File: config.mk
export PLATFORM = sky130hd
export DESIGN_NAME = trd_ctrl
export DESIGN_NICKNAME = d
export VERILOG_FILES = /design/src/rtl/trd_pkg.sv /design/src/rtl/trd_ctrl.sv
export SDC_FILE = /design/constraint.sdc
export NUM_CORES = 1
export LEC_CHECK = 0
export ABC_AREA = 1
export BUFFER_PORTS_ARGS = -buffer_cell sky130_fd_sc_hd__buf_2
export CORE_MARGIN = 2
export CORE_UTILIZATION = 40
export CTS_CLUSTER_DIAMETER = 120
export DETAILED_ROUTE_END_ITERATION = 7
export PLACE_DENSITY_LB_ADDON = 0.2
export SLEW_MARGIN = 20
export SYNTH_ARGS = -nofsm -noshare
export SYNTH_HDL_FRONTEND = slang
export SYNTH_SLANG_ARGS = --single-unit
File: constraint.sdc
create_clock -name clk -period 2.7 [get_ports clk]
set_clock_uncertainty 0.15 [all_clocks]
set_input_delay 0.405 -clock clk [delete_from_list [all_inputs] [get_ports clk]]
set_output_delay 0.405 -clock clk [all_outputs]
set_load 0.05 [all_outputs]
File: src/rtl/trd_pkg.sv
`timescale 1ns / 1ps
// Shared constants, word types and control structs for the triangle raster block.
package trd_pkg;

  localparam int MAX_WIDTH  = 256;
  localparam int MAX_HEIGHT = 256;
  localparam int DEPTH_BITS = 24;

  localparam int STORE_SIZE = MAX_WIDTH * MAX_HEIGHT;
  localparam int ADDR_W     = $clog2(STORE_SIZE);
  localparam int DEPTH_W    = DEPTH_BITS;

  localparam int XY_W      = 16;
  localparam int ZIN_W     = 24;
  localparam int ID_W      = 16;
  localparam int PADDR_W   = 16;
  localparam int CNT_W     = 17;
  localparam int DIM_W     = 9;
  localparam int CFG_IDX_W = 1;

  localparam int SUB_BITS = 4;
  localparam int PIX_HALF = 8;
  localparam int BOX_W    = XY_W - SUB_BITS;
  localparam int EV_W     = XY_W + 1;
  localparam int DXY_W    = XY_W + 2;
  localparam int DZ_W     = ZIN_W + 1;

  localparam int MUL_A_W = DZ_W + 1;
  localparam int MUL_B_W = DXY_W;
  localparam int MUL_P_W = MUL_A_W + MUL_B_W;
  localparam int NRM_W   = EV_W + DZ_W + 2;
  localparam int NSPLIT  = NRM_W / 2;
  localparam int DEN_W   = 2 * EV_W + 2;
  localparam int EDGE_W  = DXY_W + EV_W + 5;
  localparam int NUM_W   = 64;
  localparam int QUO_W   = DEPTH_W + 2;
  localparam int DIV_W   = (DEN_W + QUO_W > NUM_W) ? DEN_W + QUO_W : NUM_W;
  localparam int QCNT_W  = $clog2(QUO_W);

  localparam logic [DIM_W-1:0] CFG_DIM_RESET = 9'd256;

  localparam logic signed [DEPTH_W-1:0] DEPTH_LOWEST  = {1'b1, {(DEPTH_W-1){1'b0}}};
  localparam logic signed [DEPTH_W-1:0] DEPTH_HIGHEST = {1'b0, {(DEPTH_W-1){1'b1}}};

  localparam logic [1:0] REQ_CLEAR  = 2'd0;
  localparam logic [1:0] REQ_DRAW   = 2'd1;
  localparam logic [1:0] REQ_READ   = 2'd2;
  localparam logic [1:0] REQ_UNUSED = 2'd3;

  localparam logic [CFG_IDX_W-1:0] CFG_WIDTH  = 1'b0;
  localparam logic [CFG_IDX_W-1:0] CFG_HEIGHT = 1'b1;

  localparam int MSTEP_W = 4;
  localparam logic [MSTEP_W-1:0] MS_NX_A   = 4'd0;
  localparam logic [MSTEP_W-1:0] MS_NX_B   = 4'd1;
  localparam logic [MSTEP_W-1:0] MS_NY_A   = 4'd2;
  localparam logic [MSTEP_W-1:0] MS_NY_B   = 4'd3;
  localparam logic [MSTEP_W-1:0] MS_NZ_A   = 4'd4;
  localparam logic [MSTEP_W-1:0] MS_NZ_B   = 4'd5;
  localparam logic [MSTEP_W-1:0] MS_E1_A   = 4'd6;
  localparam logic [MSTEP_W-1:0] MS_E1_B   = 4'd7;
  localparam logic [MSTEP_W-1:0] MS_E2_A   = 4'd8;
  localparam logic [MSTEP_W-1:0] MS_E2_B   = 4'd9;
  localparam logic [MSTEP_W-1:0] MS_E3_A   = 4'd10;
  localparam logic [MSTEP_W-1:0] MS_E3_B   = 4'd11;
  localparam logic [MSTEP_W-1:0] MS_NUM_XL = 4'd12;
  localparam logic [MSTEP_W-1:0] MS_NUM_XH = 4'd13;
  localparam logic [MSTEP_W-1:0] MS_NUM_YL = 4'd14;
  localparam logic [MSTEP_W-1:0] MS_NUM_YH = 4'd15;

  localparam int RES_OP_W = 3;
  localparam logic [RES_OP_W-1:0] RES_HOLD  = 3'd0;
  localparam logic [RES_OP_W-1:0] RES_ZERO  = 3'd1;
  localparam logic [RES_OP_W-1:0] RES_DEGEN = 3'd2;
  localparam logic [RES_OP_W-1:0] RES_DRAW  = 3'd3;
  localparam logic [RES_OP_W-1:0] RES_READ  = 3'd4;

  typedef struct packed {
    logic [1:0]                req_type;
    logic signed [XY_W-1:0]    vert0_x;
    logic signed [XY_W-1:0]    vert0_y;
    logic signed [ZIN_W-1:0]   vert0_z;
    logic signed [XY_W-1:0]    vert1_x;
    logic signed [XY_W-1:0]    vert1_y;
    logic signed [ZIN_W-1:0]   vert1_z;
    logic signed [XY_W-1:0]    vert2_x;
    logic signed [XY_W-1:0]    vert2_y;
    logic signed [ZIN_W-1:0]   vert2_z;
    logic [ID_W-1:0]           triangle_id;
    logic [PADDR_W-1:0]        pixel_addr;
  } req_word_t;

  typedef struct packed {
    logic signed [ZIN_W-1:0] read_depth;
    logic [ID_W-1:0]         read_id;
    logic                    read_covered;
    logic [CNT_W-1:0]        pixels_written;
    logic                    degenerate;
  } res_word_t;

  typedef struct packed {
    logic                load;
    logic                clr_en;
    logic                mul_en;
    logic [MSTEP_W-1:0]  mul_step;
    logic                pix_init;
    logic                step_x;
    logic                step_y;
    logic                rd_pix;
    logic                rd_req;
    logic                div_start;
    logic                commit;
    logic [RES_OP_W-1:0] res_op;
  } cmd_t;

  typedef struct packed {
    logic clr_last;
    logic degen;
    logic box_empty;
    logic in_tri;
    logic last_x;
    logic last_y;
    logic div_done;
  } sts_t;

endpackage

File: src/rtl/trd_ctrl.sv
`timescale 1ns / 1ps
// Controller state machine: sequences clear, draw setup, pixel sweep and read.
module trd_ctrl (
  input  logic          clk,
  input  logic          rst,
  input  logic          req_valid,
  input  logic [1:0]    req_type,
  output logic          req_ready,
  output logic          res_valid,
  input  logic          res_ready,
  input  trd_pkg::sts_t sts,
  output trd_pkg::cmd_t cmd
);
  import trd_pkg::*;

  localparam logic [3:0] S_INIT  = 4'd0;
  localparam logic [3:0] S_IDLE  = 4'd1;
  localparam logic [3:0] S_CLEAR = 4'd2;
  localparam logic [3:0] S_SETUP = 4'd3;
  localparam logic [3:0] S_DRAIN = 4'd4;
  localparam logic [3:0] S_CHECK = 4'd5;
  localparam logic [3:0] S_PIX   = 4'd6;
  localparam logic [3:0] S_DIV   = 4'd7;
  localparam logic [3:0] S_TEST  = 4'd8;
  localparam logic [3:0] S_ADV   = 4'd9;
  localparam logic [3:0] S_RD    = 4'd10;
  localparam logic [3:0] S_RDATA = 4'd11;
  localparam logic [3:0] S_DONE  = 4'd12;

  logic [3:0]         state, state_next;
  logic [MSTEP_W-1:0] mstep, mstep_next;

  always_ff @(posedge clk) begin
    if (rst) begin
      state <= S_INIT;
      mstep <= '0;
    end else begin
      state <= state_next;
      mstep <= mstep_next;
    end
  end

  assign req_ready = state == S_IDLE;
  assign res_valid = state == S_DONE;

  always_comb begin
    state_next   = state;
    mstep_next   = mstep;
    cmd          = '0;
    cmd.mul_step = mstep;
    unique case (state)
      S_INIT: begin
        cmd.clr_en = 1'b1;
        if (sts.clr_last) begin
          state_next = S_IDLE;
        end
      end
      S_IDLE: begin
        if (req_valid) begin
          cmd.load = 1'b1;
          case (req_type)
            REQ_CLEAR: state_next = S_CLEAR;
            REQ_DRAW: begin
              state_next = S_SETUP;
              mstep_next = '0;
            end
            REQ_READ: state_next = S_RD;
            default: begin
              cmd.res_op = RES_ZERO;
              state_next = S_DONE;
            end
          endcase
        end
      end
      S_CLEAR: begin
        cmd.clr_en = 1'b1;
        if (sts.clr_last) begin
          cmd.res_op = RES_ZERO;
          state_next = S_DONE;
        end
      end
      S_SETUP: begin
        cmd.mul_en = 1'b1;
        if (mstep == MS_NUM_YH) begin
          state_next = S_DRAIN;
        end else begin
          mstep_next = mstep + 1'b1;
        end
      end
      S_DRAIN: state_next = S_CHECK;
      S_CHECK: begin
        if (sts.degen) begin
          cmd.res_op = RES_DEGEN;
          state_next = S_DONE;
        end else if (sts.box_empty) begin
          cmd.res_op = RES_DRAW;
          state_next = S_DONE;
        end else begin
          cmd.pix_init = 1'b1;
          state_next   = S_PIX;
        end
      end
      S_PIX: begin
        if (sts.in_tri) begin
          cmd.rd_pix    = 1'b1;
          cmd.div_start = 1'b1;
          state_next    = S_DIV;
        end else begin
          state_next = S_ADV;
        end
      end
      S_DIV: begin
        if (sts.div_done) begin
          state_next = S_TEST;
        end
      end
      S_TEST: begin
        cmd.commit = 1'b1;
        state_next = S_ADV;
      end
      S_ADV: begin
        if (sts.last_x && sts.last_y) begin
          cmd.res_op = RES_DRAW;
          state_next = S_DONE;
        end else if (sts.last_x) begin
          cmd.step_y = 1'b1;
          state_next = S_PIX;
        end else begin
          cmd.step_x = 1'b1;
          state_next = S_PIX;
        end
      end
      S_RD: begin
        cmd.rd_req = 1'b1;
        state_next = S_RDATA;
      end
      S_RDATA: begin
        cmd.res_op = RES_READ;
        state_next = S_DONE;
      end
      S_DONE: begin
        if (res_ready) begin
          state_next = S_IDLE;
        end
      end
      default: state_next = S_IDLE;
    endcase
  end
endmodule

==> reports/qor.yml, run 1 <==
cells_and_area:
  synthToLayoutAreaGrowth_pct: 25.8
  design_area_um2: 957
  diodes: 0
  nets: 187
  drive_gt1_frac: 0.292
  instances_no_fill: 196
logic_synthesis:
  synth_top_family_by_area: "simple AND/OR/NAND/NOR gates"
  synthFlopType: "dfxtp_1"
  synth_common_cells: "38 x nand2_1, 24 x nor2_1, 20 x inv_1"
  synth_xor_area_frac: 0
  synth_cell_type_count: 20
  ys_ff_latch: 8
  synth_edf_count: 0
  syn_avg_cell_area_um2: 5.47
  synthMuxAreaShare: 0
  synth_area_um2: 761
  synthCells: 139
  synth_compound_area_frac: 0.100
  synthesis.nets: 153
  synth_top_cell_area_share: 0.211
  post_synth_fa_ha_maj_area_fraction: 0.0164
  synth_area_leaders: "dfxtp_1 21%, nand2_1 19%, nor2_1 12%"
  synth-simple-area-share: 0.538
  async_flop_share: 0
  yosysWarnings: 0
  synth_area_leader_cell: "dfxtp_1"
  ys_seq_area_frac: 0.211
  synth.most_common_cell: "nand2_1"
sta:
  grt_setup_unrepaired: "no"
  slew_viol_final: 0
  fmax_ghz: 0.444
  finalSetupTns_ns: 0
  hold_ws_ns: 0.226
  tightest_slew_ns: 0.266
  min_period_ns: 2.25
  finalSetupViolations: 0
  timing.slew.headroom: 0.823
  post-route-period-util: 0.834
  hold_viol: 0
die:
  die_area_um2: 2270
  rows: 15
  die_w_um: 47.6
  core_um2: 1760
  start_util: 0.431
  ios: 32
  dieHeight_um: 47.6
global_route:
  grt_use_total: 0.186
  grt_pass1_vias: 773
  busiest_layer: "met2"
  grt_use_met1: 0.230
  antenna_found_initial: 0
  globalRouteMet2Util: 0.330
  grt_max_degree: 9
  use_met3: 0.0113
  grt_pass1_wl_mm: 3.01
  grt-ovfl-total: 0
critical_path:
  start_kind: "flop"
  arrival_ns: 1.70
  worstPathMaxFanout: 8
  cp_data_required_time_ns: 2.14
  worstSetupPathType: "flop to output pin"
  crit_path_end_kind: "output pin"
outcome:
  status: "completed"
clock_network:
  clockBufferDepth: 2
  post_cts_buffers: 0
  post_cts_resized: 0
  htree_levels: 1
  root_buffer: "clkbuf_4"
  postCtsHoldBufs: 0
  cts_tree: "built"
  clk_pin_slew_ns: 0.05
  cts_buffers: 3
  worstSkewPairLatency_ns: 0.25
  cts.sinks: 8
routing:
  wire_per_inst_um: 9.98
  remaining_drc_errors: 0
  vias: 903
  drt-total-wl_mm: 1.96
  viasPerCell: 4.61
  dr.pass1.iters: 4
  final_antenna_net_count: 0
  drt-initial-drc-count: 11
placed_design:
  finalWeightedCongestion: 0.874
  port_buffers: 31
  hpwl_mm: 1.67
  dp.cells: 193
  placed_cell_area_um2: 935
min_path:
  hp-class: "primary input to flop"
power_and_ir_drop:
  power.total_uw: 843
  leakage_uw: 0.000576
  peakVddDrop_v: 0.000441
  power.density_nw_per_um2: 881
flow_run:
  cap_violations: 0
flip-flops by register name (all words and copies together), names as in the netlist:
signal	cells
mstep	4
state	4
layout make-up:
class | instances | area [µm²]
Clock buffer | 3 | 22.5
Fill cell | 203 | 807
Inverter | 24 | 90.1
Multi-Input combinational cell | 105 | 498
Sequential cell | 8 | 160
Tap cell | 25 | 31.3
Timing Repair Buffer | 31 | 155
where the power goes:
group | switching [µW] | total (µW) | internal (µW) | leakage, µW
logic | 414 | 566 | 152 | 0.000497
clock network | 38.8 | 89.5 | 50.7 | 0.0000138
registers | 43.3 | 188 | 145 | 0.0000651
stage by stage:
step,worst slack [ns],utilization
floorplan,0.218,-
global placement,0.821,0.530
detailed placement,0.740,0.530
CTS,0.447,0.543
global route,0.317,0.543
finish,0.447,0.543
critical path, stage by stage (launching register included):
cell and delay (ns):
dfxtp_1 0.47, inv_1 0.12, nor2_2 0.19, nand2_1 0.10
nor2_1 0.13, nand2_1 0.08, o2111ai_1 0.07, buf_2 0.29
cell families (layout without fill, tap and decap cells):
logic type	count (synthesis)	in the layout
simple gates	90	90
buf+inv	26	58
flops	8	8
compound gates	14	14
fa+ha+maj	1	1
routing by layer:
metal	routed length (µm)	vias to the layer above	share of wire
met2	948	21	0.48
met4	14	0	0.0072
met3	71	2	0.036
li1	-	498	-
met1	922	382	0.47
met5	0	-	0
final timing paths:
check | start | to | slack, ns | cells after the start
worst min register to register | mstep[0] | mstep[0] | 0.35 | 2
worst min-delay path | rst | state[3] | 0.23 | 2
worst max-delay path | state[0] | cmd[0] | 0.45 | 7
worst max register to register | state[0] | state[0] | 1.11 | 9
placed cells by master, fill, tap and decap left out, drive strengths merged:
master   count
nand2       43
o21ai        5
dfxtp        8
nand3b       1
o211ai       1
a21oi        7
clkbuf       3
nand3       13
nand4        1
ha           1
buf         31
inv         24
nor2        30
nor3b        1
or2          1
o2111ai      1
Note: power is estimated with default switching activity, not from simulation.
==> run 2, diff against run 1 <==
==> constraint.sdc (replaced) <==
create_clock -name clk -period 1.85 [get_ports clk]
set_clock_uncertainty 0.15 [all_clocks]
set_input_delay 0.2775 -clock clk [delete_from_list [all_inputs] [get_ports clk]]
set_output_delay 0.2775 -clock clk [all_outputs]
set_load 0.05 [all_outputs]
==> reports/qor.yml, run 2 (synthesized netlist as in run 1, its figures left out) <==
die:
  die_w_um: 47.6
  dieHeight_um: 47.6
  ios: 32
  die_area_um2: 2270
  start_util: 0.431
  core_um2: 1760
  rows: 15
global_route:
  grt_max_degree: 7
  grt_pass1_vias: 828
  grt-ovfl-total: 0
  grt_use_total: 0.204
  antenna_found_initial: 0
  grt_pass1_wl_mm: 3.28
routing:
  vias: 945
  dr.pass1.iters: 4
  remaining_drc_errors: 0
  drt-total-wl_mm: 2.13
  drt-initial-drc-count: 21
  final_antenna_net_count: 0
  viasPerCell: 4.80
  wire_per_inst_um: 10.8
placed_design:
  placed_cell_area_um2: 961
  finalWeightedCongestion: 0.860
  dp.cells: 194
  place_ws_ns: 0.114
  port_buffers: 31
  hpwl_mm: 1.75
cells_and_area:
  register_area_um2: 170
  final_cell_mix: "37 x nand2_1, 22 x buf_2, 21 x nor2_1, 20 x inv_1, 13 x nand3_1"
  diodes: 0
  nets: 188
  design_area_um2: 1050
  multi_input_area_um2: 539
  drive_gt1_frac: 0.355
  synthToLayoutAreaGrowth_pct: 38.5
  reg_top3: "mstep (4), state (4)"
  instances_no_fill: 197
  fillers: 210
  layout_commonest_cell: "nand2_1"
critical_path:
  r2r_cells: 11
  rrSetupSlack_ns: 0.31
  crit_path_end_kind: "output pin"
  cp_data_required_time_ns: 1.42
  r2r-start: "state[0]"
  start_kind: "flop"
  rr_endpoint: "state[0]"
  arrival_ns: 1.37
  worstPathMaxFanout: 5
  worstSetupPathType: "flop to output pin"
min_path:
  hold-path-endpoint: "state[3]"
  min_path_cells: 2
  hp-class: "primary input to flop"
  min_from: "rst"
clock_network:
  post_cts_buffers: 0
  postCtsHoldBufs: 0
  cts_buffers: 3
  clockBufferDepth: 2
  cts.sinks: 8
  htree_levels: 1
  cts_tree: "built"
  clk_pin_slew_ns: 0.05
  root_buffer: "clkbuf_4"
  worstSkewPairLatency_ns: 0.25
sta:
  post-route-period-util: 0.972
  timing.slew.headroom: 0.841
  slew_viol_final: 0
  grt_setup_unrepaired: "yes"
  tightest_slew_ns: 0.236
  finalSetupViolations: 0
  timing.final.ws_setup_ns: 0.0519
  finalSetupTns_ns: 0
  min_period_ns: 1.80
  fmax_ghz: 0.556
  hold_viol: 0
flow_run:
  cap_violations: 0
power_and_ir_drop:
  leakage_uw: 0.000592
  power.total_uw: 1330
  peakVddDrop_v: 0.000674
  power.density_nw_per_um2: 1260
outcome:
  status: "completed"
run 2: layout make-up:
cell class | instances | share of cell area
Clock buffer | 3 | 0.0214
Inverter | 24 | 0.0855
Multi-Input combinational cell | 105 | 0.512
Sequential cell | 8 | 0.162
Tap cell | 25 | 0.0297
Timing Repair Buffer | 32 | 0.190
run 2: through the flow:
| step | hold slack [ns] | utilization |
|---|---|---|
| final | 0.0820 | 0.597 |
| after global routing | 0.0895 | 0.597 |
| after CTS | 0.0722 | 0.573 |
| after detailed placement | 0.336 | 0.545 |
| after global placement | 0.335 | 0.545 |
| after floorplan | 0.197 | - |
run 2: worst max-delay path by stage:
stage	startpoint	endpoint	slack (ns)	depth (start not counted)
finish	state[0]	res_valid	0.05	5
global route	state[0]	cmd[0]	-0.05	7
CTS	state[0]	cmd[0]	-0.02	7
detailed placement	state[2]	cmd[0]	0.11	6
global placement	state[3]	cmd[7]	0.14	5
floorplan	state[0]	cmd[7]	-0.02	5
run 2: timing repair:
| action | CTS | global route |
|---|---|---|
| pin swaps | 0 | 0 |
| setup endpoints to repair | 6 | 11 |
| resized for setup | 10 | 16 |
run 2: power by group:
| part | internal, µW | switching (µW) | leakage (µW) | total, µW |
|---|---|---|---|---|
| Clock | 74.4 | 61.1 | 0.0000138 | 135 |
| Combinational | 263 | 643 | 0.000511 | 906 |
| Sequential | 223 | 64.7 | 0.0000673 | 288 |
| Total | 560 | 769 | 0.000592 | 1330 |
run 2: worst max-delay path: stages (launching register included):
cell	delay, ns
dfxtp_2	0.33
buf_4	0.15
nor2_1	0.18
inv_1	0.09
nor2_1	0.13
clkbuf_4	0.25
run 2: per-layer routing:
metal  vias to the layer above  wire, µm  GRT usage
li1                        498         -          -
met1                       413       981      0.270
met5                         -         0          0
met2                        32      1030      0.341
met3                         2       104     0.0151
met4                         0        14     0.0919
==> run 3, diff against run 2 <==
--- a/config.mk
+++ b/config.mk
@@ -8,11 +8,10 @@
 export ABC_AREA = 1
 export BUFFER_PORTS_ARGS = -buffer_cell sky130_fd_sc_hd__buf_2
 export CORE_MARGIN = 2
-export CORE_UTILIZATION = 40
+export CORE_UTILIZATION = 29
 export CTS_CLUSTER_DIAMETER = 120
 export DETAILED_ROUTE_END_ITERATION = 7
 export PLACE_DENSITY_LB_ADDON = 0.2
-export SLEW_MARGIN = 20
 export SYNTH_ARGS = -nofsm -noshare
 export SYNTH_HDL_FRONTEND = slang
 export SYNTH_SLANG_ARGS = --single-unit
==> reports/qor.yml, run 3 (synthesized netlist as in run 1, its figures left out) <==
routing:
  wl_met1_um: 940
  remaining_drc_errors: 0
  top_layer_used: "met4"
  final_antenna_net_count: 0
  vias: 959
  drt-initial-drc-count: 34
  dr_wl_met2_mm: 1.05
  viasPerCell: 4.75
  drt-total-wl_mm: 2.15
  wl_met3_um: 133
  dr.pass1.iters: 4
  wire_per_inst_um: 10.6
power_and_ir_drop:
  leakage_uw: 0.000594
  power.density_nw_per_um2: 1260
  power_switching_uw: 773
  clkPwrFrac: 0.100
  power.total_uw: 1340
  pwr-share-comb: 0.675
  internal_power_uw: 568
  sw_frac_of_total: 0.576
  seqPwrFrac: 0.225
  peakVddDrop_v: 0.000560
cells_and_area:
  drive_gt1_frac: 0.372
  layout_commonest_cell: "nand2_1"
  nets: 188
  register_area_um2: 170
  diodes: 0
  design_area_um2: 1070
  final_cell_mix: "35 x nand2_1, 24 x buf_2, 21 x nor2_1, 19 x inv_1, 13 x nand3_1"
  reg_top3: "mstep (4), state (4)"
  fillers: 273
  synthToLayoutAreaGrowth_pct: 40.3
  multi_input_area_um2: 549
die:
  core_um2: 2480
  dieHeight_um: 55.2
  die_area_um2: 3050
  rows: 18
  start_util: 0.307
  ios: 32
  die_w_um: 55.2
critical_path:
  cp_data_required_time_ns: 1.42
  path_delay_family: "flip-flops"
  crit_path_end_kind: "output pin"
  slowest_stage: "dfxtp_2"
  path_cells: "inv_2, nor2_1, nand2_1, o2111ai_2, buf_6"
  arrival_ns: 1.38
  cpPeakStageDelay_ns: 0.40
  start_kind: "flop"
  worstSetupPathType: "flop to output pin"
  rrSetupSlack_ns: 0.35
  worstPathMaxFanout: 5
  cp.buffers_inverters: 2
flow_run:
  cap_violations: 0
placed_design:
  placed_cell_area_um2: 960
  finalWeightedCongestion: 0.938
  hpwl_mm: 1.78
  port_buffers: 31
sta:
  hold_viol: 0
  fmax_ghz: 0.553
  finalSetupViolations: 0
  timing.slew.headroom: 0.834
  slew_viol_final: 0
  grt_setup_unrepaired: "yes"
  post-route-period-util: 0.978
  tightest_slew_ns: 0.246
  min_period_ns: 1.81
global_route:
  grt-ovfl-total: 0
  grt_max_degree: 9
  grt_use_total: 0.140
  grt_pass1_wl_mm: 3.55
  grt_pass1_vias: 877
  antenna_found_initial: 0
clock_network:
  cts_tree: "built"
  clk_pin_slew_ns: 0.06
  root_buffer: "clkbuf_4"
  cts_buffers: 3
  postCtsHoldBufs: 0
  cts.sinks: 8
  htree_levels: 1
  worstSkewPairLatency_ns: 0.25
  clockBufferDepth: 2
outcome:
  status: "completed"
min_path:
  hp-class: "primary input to flop"
==> run 3: cell types whose count changed in the layout (fill, tap and decap cells not counted), sizes merged <==
cell	delta
buf	+2
clkbuf	-2
==> run 3: repair_timing <==
item	CTS	global route
setup endpoints to repair	7	7
pin swaps	0	2
resized for setup	14	15
buffers inserted	0	1
==> run 3: worst paths after layout <==
check              to      from  cells after the start
max            cmd[0]  state[1]                      5
min          state[1]       rst                      2
max reg2reg  mstep[1]  state[1]                      8
min reg2reg  mstep[0]  mstep[0]                      2
==> run 3: final cells by class <==
cell class / instances / area share
Multi-Input combinational cell: 105 / 0.515
Timing Repair Buffer: 32 / 0.183
Sequential cell: 8 / 0.159
Inverter: 24 / 0.0868
Tap cell: 30 / 0.0352
Clock buffer: 3 / 0.0211
==> run 3: power by group through the flow <==
stage               Clock [µW]  Combinational, µW  Sequential [µW]
finish                     134                904              302
global route               153                994              309
CTS                        139                854              294
detailed placement           0                829              278
global placement             0                830              272
floorplan                    0                657              280
==> run 3: per-stage QoR <==
| stage | util | setup TNS, ns | cells | hold WS, ns | setup WS [ns] |
|---|---|---|---|---|---|
| final | 0.431 | 0 | 202 | 0.0904 | 0.0405 |
| after global routing | 0.431 | -0.149 | 202 | 0.101 | -0.0562 |
| after detailed placement | 0.387 | 0 | 198 | 0.344 | 0.0345 |
| after global placement | 0.387 | 0 | 198 | 0.341 | 0.103 |
| after CTS | 0.412 | 0 | 201 | 0.0938 | 0.0122 |
| after floorplan | - | -0.0306 | 139 | 0.197 | -0.0196 |
==> run 3: routing by layer <==
| layer | track usage | vias up |
|---|---|---|
| met5 | 0 | - |
| met1 | 0.170 | 424 |
| met3 | 0.0187 | 4 |
| met4 | 0.0697 | 0 |
| met2 | 0.240 | 35 |
| li1 | - | 496 |
